**src/hdl/rrle_pkg.sv**
```systemverilog
// ---------------------------------------------------------------------------
// rrle_pkg
// Shared types and constants for the row-clipped RLE pixel decoder.
// ---------------------------------------------------------------------------
package rrle_pkg;

    localparam int unsigned MAX_WIDTH = 1024;
    localparam int unsigned MAX_ROWS  = 1024;
    localparam int unsigned Q_DEPTH   = 4;
    localparam int unsigned Q_PTR_W   = $clog2(Q_DEPTH);

    localparam logic [15:0] KEY_PIXEL = 16'hF81F;
    localparam logic [7:0]  RUN_FLAG  = 8'h80;
    localparam logic [6:0]  COUNT_MSK = 7'h7F;

    localparam logic [10:0] RST_ROW_WIDTH = 11'd64;
    localparam logic [10:0] RST_ROW_TOTAL = 11'd64;
    localparam logic [20:0] RST_CAPACITY  = 21'h100000;

    typedef enum logic [1:0] {
        REG_ROW_WIDTH  = 2'd0,
        REG_ROW_TOTAL  = 2'd1,
        REG_PIXEL_MODE = 2'd2,
        REG_CAPACITY   = 2'd3
    } t_reg_idx;

    typedef enum logic [2:0] {
        PH_CTRL   = 3'd0,
        PH_RUN_LO = 3'd1,
        PH_RUN_HI = 3'd2,
        PH_LIT_LO = 3'd3,
        PH_LIT_HI = 3'd4
    } t_phase;

    typedef struct packed {
        logic [10:0] row_width;
        logic [10:0] row_total;
        logic        pixel_mode;
        logic [20:0] capacity;
    } t_cfg;

    // One queue entry: the decoded run of a byte and/or the padding request.
    typedef struct packed {
        logic        run_v;
        logic [15:0] run_pix;
        logic [6:0]  run_n;
        logic        pad_v;
        logic        pad_none;
        logic        wide;
        logic        alpha;
        logic [10:0] rows_left;
        logic [10:0] w;
        logic [10:0] col;
        logic [20:0] pw;
        logic [20:0] cap;
    } t_entry;

    typedef struct packed {
        logic empty;
        logic full;
    } t_q_status;

    // One result piece as it enters the back pipeline.
    typedef struct packed {
        logic        is_pad;
        logic [15:0] pix;
        logic [6:0]  run_n;
        logic        pad_none;
        logic        wide;
        logic        alpha;
        logic [10:0] rows_left;
        logic [10:0] w;
        logic [10:0] col;
        logic [20:0] pw;
        logic [20:0] cap;
    } t_piece;

    // Piece after the area product and the capacity headroom are known.
    typedef struct packed {
        logic        is_pad;
        logic [15:0] pix;
        logic [6:0]  run_n;
        logic        pad_none;
        logic        wide;
        logic        alpha;
        logic [20:0] prod;
        logic [20:0] capleft;
        logic [10:0] col;
        logic [20:0] pw;
    } t_padcalc;

endpackage

```
**src/hdl/row_rle_pixel_decoder_core.sv**
```systemverilog
// ---------------------------------------------------------------------------
// row_rle_pixel_decoder_core
// Row-clipped run-length sprite decoder with APB configuration.
// ---------------------------------------------------------------------------
// Usage:
//   Source bytes enter on i_src_valid / o_src_stall, one byte per item, with
//   i_src_final on the last byte of a sprite. Results leave on o_res_valid /
//   i_res_stall as runs: pixel value and repeat count, plus the padding run
//   that closes each sprite (o_final_item, with o_alpha_seen and
//   o_bytes_written).
//   One byte is taken every cycle while the queue is not full. A byte
//   yields at most one decoded run, the final byte also the padding run; a
//   byte with both goes out as two results, the only place besides
//   i_res_stall where the result side runs slower than one per cycle. A
//   result reaches the output via the queue write, then area multiply
//   stage, clip stage, output register.
//   A four-entry queue sits between byte decode and result generation; when
//   it fills, o_src_stall rises. While a result waits under i_res_stall it
//   holds and the result pipeline freezes.
//   Reset clears the token state, the queue and the pipeline and loads the
//   register defaults (64 x 64, 8-bit pixels, full capacity). Registers are
//   written over APB at byte addresses 0, 4, 8, 12.
// ---------------------------------------------------------------------------
module row_rle_pixel_decoder_core (
    input  logic        i_clk,
    input  logic        i_rst_n,
    input  logic        psel,
    input  logic        penable,
    input  logic        pwrite,
    input  logic [3:0]  paddr,
    input  logic [31:0] pwdata,
    output logic [31:0] prdata,
    output logic        pready,
    input  logic        i_src_valid,
    output logic        o_src_stall,
    input  logic [7:0]  i_src_byte,
    input  logic        i_src_final,
    output logic        o_res_valid,
    input  logic        i_res_stall,
    output logic [15:0] o_pixel_value,
    output logic [20:0] o_repeat_count,
    output logic        o_is_padding,
    output logic        o_alpha_seen,
    output logic        o_final_item,
    output logic [21:0] o_bytes_written
);

    rrle_pkg::t_cfg      r_cfg;
    rrle_pkg::t_reg_idx  reg_idx;
    logic                cfg_wr;
    logic                push;
    logic                pop;
    rrle_pkg::t_entry    push_entry;
    rrle_pkg::t_entry    head_entry;
    rrle_pkg::t_q_status q_status;

    assign pready  = 1'b1;
    assign reg_idx = rrle_pkg::t_reg_idx'(paddr[3:2]);
    assign cfg_wr  = psel && penable && pwrite && pready;

    always_ff @(posedge i_clk) begin
        if (!i_rst_n) begin
            r_cfg.row_width  <= rrle_pkg::RST_ROW_WIDTH;
            r_cfg.row_total  <= rrle_pkg::RST_ROW_TOTAL;
            r_cfg.pixel_mode <= 1'b0;
            r_cfg.capacity   <= rrle_pkg::RST_CAPACITY;
        end else if (cfg_wr) begin
            case (reg_idx)
                rrle_pkg::REG_ROW_WIDTH:  r_cfg.row_width  <= pwdata[10:0];
                rrle_pkg::REG_ROW_TOTAL:  r_cfg.row_total  <= pwdata[10:0];
                rrle_pkg::REG_PIXEL_MODE: r_cfg.pixel_mode <= pwdata[0];
                rrle_pkg::REG_CAPACITY:   r_cfg.capacity   <= pwdata[20:0];
                default: begin
                end
            endcase
        end
    end

    always_comb begin
        case (reg_idx)
            rrle_pkg::REG_ROW_WIDTH:  prdata = {21'd0, r_cfg.row_width};
            rrle_pkg::REG_ROW_TOTAL:  prdata = {21'd0, r_cfg.row_total};
            rrle_pkg::REG_PIXEL_MODE: prdata = {31'd0, r_cfg.pixel_mode};
            rrle_pkg::REG_CAPACITY:   prdata = {11'd0, r_cfg.capacity};
            default:                  prdata = 32'd0;
        endcase
    end

    rrle_front u_front (
        .i_clk       (i_clk),
        .i_rst_n     (i_rst_n),
        .i_cfg       (r_cfg),
        .i_src_valid (i_src_valid),
        .i_src_byte  (i_src_byte),
        .i_src_final (i_src_final),
        .i_q_status  (q_status),
        .o_src_stall (o_src_stall),
        .o_push      (push),
        .o_entry     (push_entry)
    );

    rrle_queue u_queue (
        .i_clk    (i_clk),
        .i_rst_n  (i_rst_n),
        .i_push   (push),
        .i_entry  (push_entry),
        .i_pop    (pop),
        .o_entry  (head_entry),
        .o_status (q_status)
    );

    rrle_back u_back (
        .i_clk           (i_clk),
        .i_rst_n         (i_rst_n),
        .i_entry         (head_entry),
        .i_q_status      (q_status),
        .o_pop           (pop),
        .o_res_valid     (o_res_valid),
        .i_res_stall     (i_res_stall),
        .o_pixel_value   (o_pixel_value),
        .o_repeat_count  (o_repeat_count),
        .o_is_padding    (o_is_padding),
        .o_alpha_seen    (o_alpha_seen),
        .o_final_item    (o_final_item),
        .o_bytes_written (o_bytes_written)
    );

endmodule

```
**src/hdl/rrle_front.sv**
```systemverilog
// ---------------------------------------------------------------------------
// rrle_front
// Accepts source bytes, runs the token state machine with row and capacity
// clipping, and pushes one queue entry per byte that produces a result.
// ---------------------------------------------------------------------------
module rrle_front (
    input  logic                i_clk,
    input  logic                i_rst_n,
    input  rrle_pkg::t_cfg      i_cfg,
    input  logic                i_src_valid,
    input  logic [7:0]          i_src_byte,
    input  logic                i_src_final,
    input  rrle_pkg::t_q_status i_q_status,
    output logic                o_src_stall,
    output logic                o_push,
    output rrle_pkg::t_entry    o_entry
);

    rrle_pkg::t_phase r_phase, n_phase;
    logic [6:0]  r_left, n_left;
    logic [7:0]  r_low, n_low;
    logic [10:0] r_col, n_col;
    logic [10:0] r_row, n_row;
    logic [20:0] r_pw, n_pw;
    logic        r_alpha, n_alpha;

    logic        accept;
    logic        wide;
    logic [10:0] w, rows;
    logic        done, done_after;
    logic [10:0] room;
    logic [20:0] capleft;
    logic        full;
    logic [15:0] pix;
    logic        have;
    logic        run;
    logic [6:0]  m;
    logic [11:0] col_sum;
    logic        row_end;
    logic        full_after;

    assign accept      = i_src_valid && !i_q_status.full;
    assign o_src_stall = i_q_status.full;
    assign wide        = i_cfg.pixel_mode;

    assign w    = (i_cfg.row_width > 11'(rrle_pkg::MAX_WIDTH)) ?
                  11'(rrle_pkg::MAX_WIDTH) : i_cfg.row_width;
    assign rows = (i_cfg.row_total > 11'(rrle_pkg::MAX_ROWS)) ?
                  11'(rrle_pkg::MAX_ROWS) : i_cfg.row_total;

    assign done    = (w == 11'd0) || (r_row >= rows);
    assign room    = (r_col < w) ? (w - r_col) : 11'd0;
    assign capleft = (r_pw < i_cfg.capacity) ? (i_cfg.capacity - r_pw) : 21'd0;
    assign full    = (r_pw >= i_cfg.capacity);

    // Token decode and placement.
    always_comb begin
        n_phase    = r_phase;
        n_left     = r_left;
        n_low      = r_low;
        n_col      = r_col;
        n_row      = r_row;
        n_pw       = r_pw;
        n_alpha    = r_alpha;
        pix        = 16'd0;
        have       = 1'b0;
        run        = (r_phase == rrle_pkg::PH_RUN_LO) || (r_phase == rrle_pkg::PH_RUN_HI);
        m          = 7'd0;
        col_sum    = 12'd0;
        row_end    = 1'b0;
        full_after = full;

        if (!done) begin
            case (r_phase)
                rrle_pkg::PH_CTRL: begin
                    n_left = i_src_byte[6:0] & rrle_pkg::COUNT_MSK;
                    if ((i_src_byte & rrle_pkg::RUN_FLAG) != 8'd0) begin
                        n_phase = rrle_pkg::PH_RUN_LO;
                    end else if (i_src_byte == 8'd0 || full) begin
                        n_phase = rrle_pkg::PH_CTRL;
                    end else begin
                        n_phase = rrle_pkg::PH_LIT_LO;
                    end
                end
                rrle_pkg::PH_RUN_LO, rrle_pkg::PH_LIT_LO: begin
                    if (wide) begin
                        n_low   = i_src_byte;
                        n_phase = (r_phase == rrle_pkg::PH_RUN_LO) ?
                                  rrle_pkg::PH_RUN_HI : rrle_pkg::PH_LIT_HI;
                    end else begin
                        pix  = {8'd0, i_src_byte};
                        have = 1'b1;
                    end
                end
                rrle_pkg::PH_RUN_HI, rrle_pkg::PH_LIT_HI: begin
                    pix  = wide ? {i_src_byte, r_low} : {8'd0, i_src_byte};
                    have = 1'b1;
                end
                default: begin
                    n_phase = rrle_pkg::PH_CTRL;
                end
            endcase
        end

        if (have) begin
            if (wide && pix == rrle_pkg::KEY_PIXEL) begin
                n_alpha = 1'b1;
            end
            // A zero-length run places nothing and does not wrap the row.
            if (!run || r_left != 7'd0) begin
                m = run ? r_left : 7'd1;
                if (room < 11'(m)) begin
                    m = room[6:0];
                end
                if (capleft < 21'(m)) begin
                    m = capleft[6:0];
                end
                col_sum = {1'b0, r_col} + 12'(m);
                n_pw    = r_pw + 21'(m);
                if (col_sum >= {1'b0, w}) begin
                    n_col   = 11'd0;
                    n_row   = r_row + 11'd1;
                    row_end = 1'b1;
                end else begin
                    n_col = col_sum[10:0];
                end
                full_after = (capleft == 21'(m));
            end
            if (run) begin
                n_left  = 7'd0;
                n_phase = rrle_pkg::PH_CTRL;
            end else begin
                n_left  = r_left - 7'd1;
                n_phase = (n_left == 7'd0 || row_end || full_after) ?
                          rrle_pkg::PH_CTRL : rrle_pkg::PH_LIT_LO;
            end
        end
    end

    assign done_after = (w == 11'd0) || (n_row >= rows);

    // Queue entry for this byte.
    always_comb begin
        o_entry.run_v     = have && (m != 7'd0);
        o_entry.run_pix   = pix;
        o_entry.run_n     = m;
        o_entry.pad_v     = i_src_final;
        o_entry.pad_none  = done_after;
        o_entry.wide      = wide;
        o_entry.alpha     = n_alpha;
        o_entry.rows_left = rows - n_row;
        o_entry.w         = w;
        o_entry.col       = n_col;
        o_entry.pw        = n_pw;
        o_entry.cap       = i_cfg.capacity;
        o_push            = accept && (o_entry.run_v || i_src_final);
    end

    always_ff @(posedge i_clk) begin
        if (!i_rst_n) begin
            r_phase <= rrle_pkg::PH_CTRL;
            r_left  <= 7'd0;
            r_low   <= 8'd0;
            r_col   <= 11'd0;
            r_row   <= 11'd0;
            r_pw    <= 21'd0;
            r_alpha <= 1'b0;
        end else if (accept) begin
            if (i_src_final) begin
                // Last byte of the sprite: start over for the next one.
                r_phase <= rrle_pkg::PH_CTRL;
                r_left  <= 7'd0;
                r_low   <= 8'd0;
                r_col   <= 11'd0;
                r_row   <= 11'd0;
                r_pw    <= 21'd0;
                r_alpha <= 1'b0;
            end else begin
                r_phase <= n_phase;
                r_left  <= n_left;
                r_low   <= n_low;
                r_col   <= n_col;
                r_row   <= n_row;
                r_pw    <= n_pw;
                r_alpha <= n_alpha;
            end
        end
    end

endmodule

```
**src/hdl/rrle_queue.sv**
```systemverilog
// ---------------------------------------------------------------------------
// rrle_queue
// Short FIFO of decoded entries between the byte front end and the
// result back end.
// ---------------------------------------------------------------------------
module rrle_queue (
    input  logic                i_clk,
    input  logic                i_rst_n,
    input  logic                i_push,
    input  rrle_pkg::t_entry    i_entry,
    input  logic                i_pop,
    output rrle_pkg::t_entry    o_entry,
    output rrle_pkg::t_q_status o_status
);

    rrle_pkg::t_entry r_mem [rrle_pkg::Q_DEPTH];
    logic [rrle_pkg::Q_PTR_W-1:0] r_wr_ptr, r_rd_ptr;
    logic [rrle_pkg::Q_PTR_W:0]   r_count, n_count;

    assign o_entry         = r_mem[r_rd_ptr];
    assign o_status.empty  = (r_count == '0);
    assign o_status.full   = (r_count == (rrle_pkg::Q_PTR_W + 1)'(rrle_pkg::Q_DEPTH));

    always_comb begin
        n_count = r_count;
        if (i_push && !i_pop) begin
            n_count = r_count + 1'b1;
        end else if (!i_push && i_pop) begin
            n_count = r_count - 1'b1;
        end
    end

    always_ff @(posedge i_clk) begin
        if (i_push) begin
            r_mem[r_wr_ptr] <= i_entry;
        end
    end

    always_ff @(posedge i_clk) begin
        if (!i_rst_n) begin
            r_wr_ptr <= '0;
            r_rd_ptr <= '0;
            r_count  <= '0;
        end else begin
            if (i_push) begin
                r_wr_ptr <= r_wr_ptr + 1'b1;
            end
            if (i_pop) begin
                r_rd_ptr <= r_rd_ptr + 1'b1;
            end
            r_count <= n_count;
        end
    end

endmodule

```
**src/hdl/rrle_back.sv**
```systemverilog
// ---------------------------------------------------------------------------
// rrle_back
// Splits queue entries into result items and finishes the padding run in a
// short pipeline: area product, then clipping and byte count, then the
// output register.
// ---------------------------------------------------------------------------
module rrle_back (
    input  logic                i_clk,
    input  logic                i_rst_n,
    input  rrle_pkg::t_entry    i_entry,
    input  rrle_pkg::t_q_status i_q_status,
    output logic                o_pop,
    output logic                o_res_valid,
    input  logic                i_res_stall,
    output logic [15:0]         o_pixel_value,
    output logic [20:0]         o_repeat_count,
    output logic                o_is_padding,
    output logic                o_alpha_seen,
    output logic                o_final_item,
    output logic [21:0]         o_bytes_written
);

    logic                 en;
    logic                 r_half;
    logic                 issue_pad;
    logic                 last_piece;
    rrle_pkg::t_piece     piece;
    logic                 r_a_valid, r_b_valid, r_o_valid;
    rrle_pkg::t_piece     r_a;
    rrle_pkg::t_padcalc   r_b, n_b;
    logic [21:0]          prod22;
    logic [21:0]          diff;
    logic [20:0]          padn;
    logic [20:0]          pw_final;
    logic [15:0]          r_o_pix;
    logic [20:0]          r_o_cnt;
    logic                 r_o_pad;
    logic                 r_o_alpha;
    logic [21:0]          r_o_bytes;

    // Whole pipeline advances together whenever the output can move.
    assign en = !r_o_valid || !i_res_stall;

    // Entry with both a run and a pad goes out as two pieces, run first.
    assign issue_pad  = !i_entry.run_v || r_half;
    assign last_piece = !(i_entry.run_v && i_entry.pad_v) || r_half;
    assign o_pop      = en && !i_q_status.empty && last_piece;

    always_comb begin
        piece.is_pad    = issue_pad;
        piece.pix       = issue_pad ? (i_entry.wide ? rrle_pkg::KEY_PIXEL : 16'd0)
                                    : i_entry.run_pix;
        piece.run_n     = i_entry.run_n;
        piece.pad_none  = i_entry.pad_none;
        piece.wide      = i_entry.wide;
        piece.alpha     = i_entry.alpha;
        piece.rows_left = i_entry.rows_left;
        piece.w         = i_entry.w;
        piece.col       = i_entry.col;
        piece.pw        = i_entry.pw;
        piece.cap       = i_entry.cap;
    end

    // Stage A: area left in whole rows and capacity headroom.
    assign prod22 = 22'(r_a.w) * 22'(r_a.rows_left);

    always_comb begin
        n_b.is_pad   = r_a.is_pad;
        n_b.pix      = r_a.pix;
        n_b.run_n    = r_a.run_n;
        n_b.pad_none = r_a.pad_none;
        n_b.wide     = r_a.wide;
        n_b.alpha    = r_a.alpha;
        n_b.prod     = prod22[20:0];
        n_b.capleft  = (r_a.pw < r_a.cap) ? (r_a.cap - r_a.pw) : 21'd0;
        n_b.col      = r_a.col;
        n_b.pw       = r_a.pw;
    end

    // Stage B: remainder of image, clipped to capacity.
    always_comb begin
        diff = {1'b0, r_b.prod} - {11'd0, r_b.col};
        if (r_b.pad_none) begin
            padn = 21'd0;
        end else if (diff[21] || diff[20:0] > r_b.capleft) begin
            // Column beyond a shrunk row width also counts as unbounded.
            padn = r_b.capleft;
        end else begin
            padn = diff[20:0];
        end
        pw_final = r_b.pw + padn;
    end

    always_ff @(posedge i_clk) begin
        if (en) begin
            r_a     <= piece;
            r_b     <= n_b;
            r_o_pix <= r_b.pix;
            r_o_pad <= r_b.is_pad;
            r_o_alpha <= r_b.is_pad && r_b.alpha;
            if (r_b.is_pad) begin
                r_o_cnt   <= padn;
                r_o_bytes <= r_b.wide ? {pw_final, 1'b0} : {1'b0, pw_final};
            end else begin
                r_o_cnt   <= 21'(r_b.run_n);
                r_o_bytes <= 22'd0;
            end
        end
    end

    always_ff @(posedge i_clk) begin
        if (!i_rst_n) begin
            r_half    <= 1'b0;
            r_a_valid <= 1'b0;
            r_b_valid <= 1'b0;
            r_o_valid <= 1'b0;
        end else if (en) begin
            r_a_valid <= !i_q_status.empty;
            r_b_valid <= r_a_valid;
            r_o_valid <= r_b_valid;
            if (!i_q_status.empty) begin
                r_half <= !last_piece;
            end
        end
    end

    assign o_res_valid     = r_o_valid;
    assign o_pixel_value   = r_o_pix;
    assign o_repeat_count  = r_o_cnt;
    assign o_is_padding    = r_o_pad;
    assign o_alpha_seen    = r_o_alpha;
    assign o_final_item    = r_o_pad;
    assign o_bytes_written = r_o_bytes;

endmodule
```
**config.mk**
```make
export PLATFORM = sky130hd
export DESIGN_NAME = row_rle_pixel_decoder_core
export DESIGN_NICKNAME = d
export VERILOG_FILES = /design/src/hdl/rrle_pkg.sv /design/src/hdl/row_rle_pixel_decoder_core.sv /design/src/hdl/rrle_front.sv /design/src/hdl/rrle_queue.sv /design/src/hdl/rrle_back.sv
export SDC_FILE = /design/constraint.sdc
export NUM_CORES = 2
export LEC_CHECK = 0
export ABC_CLOCK_PERIOD_IN_PS = 14300
export BUFFER_PORTS_ARGS = -buffer_cell sky130_fd_sc_hd__buf_4
export CAP_MARGIN = 20
export CORE_ASPECT_RATIO = 0.9
export CORE_MARGIN = 5
export CORE_UTILIZATION = 63
export CTS_CLUSTER_DIAMETER = 60
export DETAILED_ROUTE_END_ITERATION = 16
export PLACE_DENSITY = 0.83
export SLEW_MARGIN = 20
export SYNTH_ARGS = -nofsm -noshare
export SYNTH_HDL_FRONTEND = slang
export SYNTH_SLANG_ARGS = --single-unit
```
**constraint.sdc**
```tcl
create_clock -name i_clk -period 14.3 [get_ports i_clk]
set_input_delay 0.715 -clock i_clk [delete_from_list [all_inputs] [get_ports i_clk]]
set_output_delay 0.715 -clock i_clk [all_outputs]
set_load 0.1 [all_outputs]
```
==> impl_metrics.json <==
{
  "regToRegSetupSlack_ns": 1.19,
  "clock_sink_count": 795,
  "numCtsBuffers": 81,
  "ant_nets": 0,
  "ys_seq_area_frac": 0.5440,
  "worst_setup_path_end_kind": "flip-flop",
  "crit-reg2reg-capture": "u_queue.r_mem[0][77]",
  "route.detailed.wl_per_inst_um": 22.69,
  "worstRegToRegCells": 56,
  "yosysWarningCount": 0,
  "startpoint": "r_cfg[43]",
  "port-buffer-count": 123,
  "num-nets-final": 3837,
  "grt_max_degree": 89,
  "timing.critical_path.fanout_max": 13,
  "grt_util_all_layers": 0.2775,
  "grt_antenna_before_repair": 0,
  "die_height_um": 254.0,
  "synthCells": 3371,
  "synth_unique_cells": 92,
  "cpPeakStageDelay_ns": 0.58,
  "insertion_delay_ns": 0.64,
  "hold_viol": 0,
  "ys_ff_latch": 795,
  "critical_path_cell_count": 56,
  "timing.critical_path.required_ns": 14.62,
  "start_kind": "flip-flop",
  "rows": 89,
  "synth_enable_flop_cells": 676,
  "netlist_area_um2": 41690,
  "dr_total_vias": 27100,
  "cts_hold_buf": 0,
  "min_path_cells": 3,
  "drt-vias-per-instance": 6.169,
  "fp.dieArea_um2": 71430,
  "max_slew.worst_pin.slew_ns": 1.076,
  "grt_pass1_wl_um": 152900,
  "layout.core_utilization": 0.7010,
  "cts.clk_slew.worst_paths_ns": 0.06,
  "cts-root-to-sink-buffers": 3,
  "antenna_diode_count": 0,
  "critical_path_buf_inv_count": 5,
  "gp_routability_congestion": 0.9507,
  "ctsHtreeMaxLevel": 3,
  "root_buffer": "clkbuf_16",
  "finalSetupViolCount": 0,
  "clock_tree_from_tritoncts": "built",
  "drc": 0,
  "drive_gt1_frac": 0.1204,
  "floorplan.core_area_um2": 65590,
  "max_cap_viol_count": 0,
  "async_flop_share": 0,
  "arrival_ns": 13.43,
  "wirelength_um": 99680,
  "finClkSkew_ns": 0.03491,
  "timing.final.max_slew_violations": 0,
  "max_freq_ghz": 0.07629,
  "worst_setup_path_endpoint": "u_queue.r_mem[0][77]",
  "r2r-start": "r_cfg[43]",
  "top_level_ports": 149,
  "drt-pass1-iter-count": 6,
  "most_frequent_cell_on_critical_path": "o21ai_0",
  "drt-initial-drc-count": 2792,
  "min_path_type": "in2reg",
  "die_width_um": 281.2,
  "ys_dominant_reg_cell": "edfxtp_1",
  "initial_core_util": 0.6356,
  "crit_path_top_delay_cell": "dfxtp_1",
  "critical-path-top-delay-family": "compound AO/OA/AOI/OAI gates",
  "dp_hpwl_um": 67060,
  "setup_repair_after_global_routing_missed_its_margin": "no",
  "status": "completed",
  "category_of_the_critical_setup_timing_path": "reg2reg",
  "grt_overflow": 0,
  "period_minus_slack_ns": 13.11,
  "slew-limit-headroom": 0.2803,
  "synth.avg_cell_area_um2": 12.37,
  "flow.area_growth_from_synthesis_pct": 10.28,
  "first_global_vias": 26450,
  "final.period_utilization": 0.9166,
  "fin_tns_setup_ns": 0
}
placed cells by master, fill, tap and decap left out, types with 85 or more instances in the layout:
cell type,n
xnor2_1,97
inv_1,296
mux4_2,104
nor2b_1,85
ha_1,231
fa_1,88
a21oi_1,102
dfxtp_1,117
edfxtp_1,676
nor2_1,192
nand2_1,291
buf_4,147
o21ai_0,128
and2_1,88
worst min-delay path, stage by stage:
cell,delay [ns]
buf_4,0.07
nand2_1,0.04
nand3_1,0.06
registers in the layout, summed over array words and instances, names as in the netlist, 21 cells and up, named ones only:
| signal | count |
|---|---|
| u_queue.r_mem | 412 |
| u_back.r_b | 101 |
| u_back.n_b | 59 |
| r_cfg | 44 |
| u_back.r_a | 43 |
| u_back.o_bytes_written | 22 |
| u_back.o_repeat_count | 21 |
| u_front.r_pw | 21 |
metal layers:
layer	track usage	wire length [µm]
met3	0.04841	8209
met5	0	0
met2	0.4505	47160
met1	0.3910	40970
met4	0.08463	3347
worst min path at each step:
stage                         from                      end  slack, ns
floorplan           u_back.r_b[84]  u_back.o_pixel_value[0]       0.40
global placement    u_back.n_b[78]           u_back.r_b[78]       0.40
detailed placement  u_back.r_b[84]  u_back.o_pixel_value[0]       0.40
CTS                     pwdata[20]                r_cfg[20]       0.26
global route            pwdata[20]                r_cfg[20]       0.28
finish                  pwdata[20]                r_cfg[20]       0.29
cell families (layout without fill, tap and decap cells):
family | count (synthesis) | after routing | synth area share
flip-flops | 795 | 795 | 0.5440
buffers and inverters | 443 | 591 | 0.04157
XOR/XNOR | 140 | 140 | 0.02941
other | 2 | 12 | 0.0001801
AND/OR/NAND/NOR | 944 | 944 | 0.1105
AO/OA/AOI/OAI | 552 | 552 | 0.08886
adder cells (fa/ha/maj) | 319 | 319 | 0.1116
multiplexers | 176 | 176 | 0.07386
cell type report:
type	instances	area, µm²
inverter	298	1119
clock inverter	40	456.7
clock buffer	106	2163
sequential	795	22690
multi-input combinational	2143	17360
fill	4372	19610
timing repair buffer	147	1104
tap	864	1081
metrics by stage:
| step | hold slack [ns] | std cells | worst slack, ns | area, µm² |
|---|---|---|---|---|
| finish | 0.2886 | 4393 | 1.192 | 45980 |
| global route | 0.2839 | 4393 | 0.2029 | 45980 |
| CTS | 0.2582 | 4393 | 1.267 | 45950 |
| detailed placement | 0.4045 | 4247 | 1.385 | 43330 |
| global placement | 0.4010 | 4247 | 1.595 | 43330 |
| floorplan | 0.4003 | 3381 | 3.615 | 41730 |
cell usage after synthesis, types with 55 or more instances:
| library cell | number | share of area |
|---|---|---|
| nand2_1 | 292 | 0.026 |
| a21oi_1 | 103 | 0.012 |
| inv_1 | 296 | 0.027 |
| nand3_1 | 55 | 0.0066 |
| edfxtp_1 | 676 | 0.49 |
| xnor2_1 | 97 | 0.020 |
| and2_1 | 92 | 0.014 |
| ha_1 | 231 | 0.069 |
| nor2b_1 | 85 | 0.013 |
| nor3_1 | 64 | 0.0077 |
| mux4_2 | 104 | 0.056 |
| fa_1 | 88 | 0.042 |
| clkbuf_1 | 110 | 0.0099 |
| dfxtp_1 | 119 | 0.057 |
| nor2_1 | 193 | 0.017 |
| mux2i_1 | 59 | 0.014 |
| o21ai_0 | 128 | 0.015 |
what timing repair did:
| item | 4_1_cts | 5_1_grt |
|---|---|---|
| endpoints found under the setup margin | 0 | 4 |
| buffers inserted | 0 | 0 |
| resized for setup | 0 | 2 |
Power is left out: the tool's default activity adds up to more than one toggle a clock period on the data nets, which glitch-free logic cannot reach.
